**src/design/ymfrp_ram.sv**
```systemverilog
module ymfrp_ram #(
  parameter int WIDTH = 8,
  parameter int DEPTH = 256
) (
  input  logic                     clk,
  input  logic                     en,
  input  logic                     we,
  input  logic [$clog2(DEPTH)-1:0] addr,
  input  logic [WIDTH-1:0]         wdata,
  output logic [WIDTH-1:0]         rdata
);

  logic [WIDTH-1:0] mem [DEPTH];

  // Read data holds while the port is not enabled.
  always_ff @(posedge clk) begin
    if (en) begin
      if (we) begin
        mem[addr] <= wdata;
      end else begin
        rdata <= mem[addr];
      end
    end
  end

endmodule

```
**config.mk**
```make
export PLATFORM = sky130hd
export DESIGN_NAME = ymfrp_ram
export DESIGN_NICKNAME = d
export VERILOG_FILES = /design/src/design/ymfrp_ram.sv
export SDC_FILE = /design/constraint.sdc
export NUM_CORES = 2
export LEC_CHECK = 0
export BUFFER_PORTS_ARGS = -buffer_cell sky130_fd_sc_hd__buf_4
export CORE_MARGIN = 2
export CORE_UTILIZATION = 45
export DETAILED_ROUTE_END_ITERATION = 16
export PLACE_DENSITY_LB_ADDON = 0.08
export SKIP_CTS_REPAIR_TIMING = 1
export SYNTH_ARGS = -nofsm -noshare
export SYNTH_HDL_FRONTEND = slang
export SYNTH_SLANG_ARGS = --single-unit
```
**constraint.sdc**
```tcl
create_clock -name clk -period 4.75 [get_ports clk]
set_input_delay 0.2375 -clock clk [delete_from_list [all_inputs] [get_ports clk]]
set_output_delay 0.2375 -clock clk [all_outputs]
set_load 0.005 [all_outputs]
```
Yosys cells after proc, flatten, opt, wreduce, memory -nomap -nowiden
Memory sizes are Yosys's and may differ from the RTL's. A register that Yosys moved wholly into a read port is not among the register bits.
Cells that the tools add are included.
{"block": "totals", "ff_bits": 0, "ram_bits": 2048, "in_bits": 19, "output_inout_bits": 8, "word_cells": 6, "n_memories": 1}
{"name": "mem", "depth": 256, "word_bits": 8, "read_ports": 1, "rd_clocked_by_memory_dff": 1, "write_ports": 1, "line_no": "13", "text": "logic [WIDTH-1:0] mem [DEPTH];"}
{"block": "op_classes", "muxes": 3, "n_bitwise": 1, "reduce_logical": 1}
{"op": "two-way mux 1 bit", "n": 3}
{"op": "AND reduction 2 bit", "n": 1}
{"op": "inverter 1 bit", "n": 1}

Logic depth before layout (Yosys ltp)
{"block": "logic_depth", "ltp_word": 3, "ltp_mapped": 9, "mapped_depth_nobuf": 5}

Worst setup path before layout
OpenSTA, ideal clock, no wires.
{"block": "synth_timing", "path_type": "input -> register", "from": "input port addr[0]", "to": "memory mem[117][0] (enable)", "setup_time_ns": 0.370, "arrival_time_ns": 2.163, "required_ns": 4.380, "path_slack_ns": 2.217, "stages": 8, "n_path_buf": 5, "cell_sequence": "buf_2 > buf_6 > buf_2 > buf_2 > nor3b_1 > nand2_1 > clkbuf_1 > nor2_1"}
{"item": "start, declared", "line_no": "8", "text": "input logic [$clog2(DEPTH)-1:0] addr,"}
{"item": "end, declared", "line_no": "13"}
No word-level cell before the write port.

==> out/qor.yml <==
run_status:
  status: "finished, violations left"
  violations: "negative hold slack"
detailed_routing:
  route.detailed.drc: 0
  ant_nets: 0
  via_per_inst: 6.00
  wl_per_cell_um: 32.5
  drt_iter0_markers: 4431
  wirelength_um: 202000
  via_count: 37400
  first_pass_iters: 6
timing:
  post-route-period-util_pct: 73.4
  finalHoldViolCount: 4
  rsz0062_at_grt: "no"
  drv_slew: 0
  finalSetupTns_ns: 0
  worst_pin_slew_ns: 1.40
  setup_violations: 0
  slew-limit-headroom_pct: 6.76
  period_minus_slack_ns: 3.49
  max_freq_ghz: 0.287
  skew_ns: 0.0299
  hold_ws_ns: -0.0195
synth:
  ys_top_cells_by_area: "edfxtp_1, mux4_2, a22oi_1"
  yosysWarningCount: 0
  syn_nets: 3545
  synthArstFlopShare_pct: 0
  synth_cell_types: 21
  synth_commonest_cells: "edfxtp_1, mux4_2, nor2_1, a22oi_1, clkbuf_1"
  yosysMostFrequentCell: "edfxtp_1"
  seq_area_frac_synth_pct: 78.8
  syn_inst: 3526
  syn-cell-area_mm2: 0.0784
  ys_ff_latch: 2056
  yosysTopAreaCellShare_pct: 78.8
  synth_top_flop_cell: "edfxtp_1"
  yosysTopAreaCell: "edfxtp_1"
  synth_edf_count: 2056
  avgSynthCellArea_um2: 22.2
critical_path:
  crit_end: "rdata[1]"
  cp-start-kind: "input pin"
  slowest_stage: "o41ai_1"
  startpoint: "addr[1]"
  critical_path_class: "in -> reg"
  crit_buf_inv: 3
  crit_top_cell: "buf_4"
  worstPathCellList: "buf_8 > buf_4 > buf_4 > mux4_2 > a22oi_1 > a21oi_1 > o41ai_1 > nand4_1"
  rrSetupSlack_ns: 1.66
  rr_worst_depth: 6
  max_stage_delay_ns: 1.23
  crit_cells: 8
  crit_path_max_fanout: 88
  setup.worst_path.end_class: "flip-flop"
  rr_endpoint: "rdata[4]"
  critPathArrivalTime_ns: 4.00
  worst-endpoint-required_ns: 5.27
  r2r-start: "mem[172][4]"
  cp_top_family: "compound AO/OA/AOI/OAI gates"
power_and_ir_drop:
  peakVddDrop_mv: 0.456
  p_per_area_mw_per_mm2: 421
  leakage_nw: 27.0
global_route:
  grt_usage_pct: 22.8
  grt_max_degree: 161
  antenna_found_initial: 5
  first_global_vias: 38700
  grt_overflow: 0
  grt_pass1_wl_um: 288000
cells_and_area:
  final_nets: 3737
  n_fill_cell: 13600
  final_core_util_pct: 51.3
  drive_gt1_share_pct: 26.5
  finalNonFillerCells: 6223
  area_delta_synth_final_pct: 13.4
  design_area_mm2: 0.0889
place:
  portBuffers: 26
  placedInstanceArea_mm2: 0.0823
  hpwl_um: 121000
  gp_congestion: 0.801
  placed_cells: 5827
floorplan:
  rows: 153
  dieHeight_um: 421
  dieArea_mm2: 0.178
  die_w_um: 421
  core_area_mm2: 0.173
  start_util_pct: 45.2
  ios: 27
run:
  drv_cap: 0
clock_tree:
  clock_sink_count: 2056
  h-tree-depth: 4
  clkTransAtPathRegs_ns: 0.06
  insertion_delay_ns: 0.85
  ctsLongestPathBuffers: 3
  cts_buffers: 208
  clockRootBuffer: "clkbuf_16"
  cts_tree: "yes"
min_path:
  hold_class: "in -> reg"
[cells by family (layout without fill, tap and decap cells)]
| group | Yosys count | count (layout) | synth area share (%) |
|---|---|---|---|
| flops | 2056 | 2056 | 78.8 |
| mux | 512 | 512 | 14.7 |
| compound gates | 416 | 416 | 3.63 |
| simple gates | 317 | 317 | 1.61 |
| buf+inv | 225 | 592 | 1.28 |
| other cells | 0 | 5 | 0 |
[per-stage QoR]
stage | worst slack (ns) | total power [mW] | hold slack, ns
after floorplan | 2.22 | 21.2 | 0.336
after global placement | 0.259 | 22.0 | 0.703
after detailed placement | 0.338 | 22.1 | 0.712
after CTS | 1.24 | 37.7 | -0.188
after global routing | 1.23 | 38.5 | 0.00693
final | 1.26 | 37.4 | -0.0195
[placed cells by master, fill, tap and decap left out, drive strengths merged, types with 4 or more instances in the layout]
cell type    count
nand4            8
mux4           512
buf            200
nor2b            7
bufinv          15
a22oi          256
a21oi          128
nand2           30
clkbuf         248
edfxtp        2056
diode            5
o41ai           32
nand3            4
clkinv         112
inv              9
nor2           259
dlygate4sd3      6
[state kept, by name (all words and copies together) (netlist names)]
register	cells
mem	2048
rdata	8
[worst min-delay path by stage]
stage | from | end | slack, ns | depth (start not counted)
final | wdata[4] | mem[76][4] | -0.02 | 1
after global routing | en | rdata[0] | 0.007 | 2
after CTS | wdata[7] | mem[70][7] | -0.19 | 1
after detailed placement | wdata[7] | mem[70][7] | 0.71 | 1
after global placement | wdata[7] | mem[70][7] | 0.70 | 1
after floorplan | wdata[0] | mem[0][0] | 0.34 | 0
[final cells by class]
| type | count | area [um^2] | area share (%) |
|---|---|---|---|
| Antenna cell | 5 | 12.5 | 0.0141 |
| Clock buffer | 247 | 5440 | 6.12 |
| Clock inverter | 138 | 1100 | 1.24 |
| Multi-Input combinational cell | 1245 | 15700 | 17.7 |
| Sequential cell | 2056 | 61700 | 69.4 |
| Tap cell | 2325 | 2910 | 3.27 |
| Timing Repair Buffer | 207 | 1970 | 2.21 |
[power by group]
| group | internal (mW) | switching [mW] |
|---|---|---|
| clock | 8.95 | 6.80 |
| combinational | 0.584 | 1.08 |
| sequential | 20.0 | 0.0166 |
| total | 29.5 | 7.90 |
[layer usage]
layer	vias to the layer above	GRT usage, %	part of all wire (%)
met5	-	0	0
met4	0	6.28	2.6
met3	276	3.85	6.9
met2	1485	37.2	49
met1	20200	31.8	41
li1	15400	-	-
(Power assumes the default switching activity.)
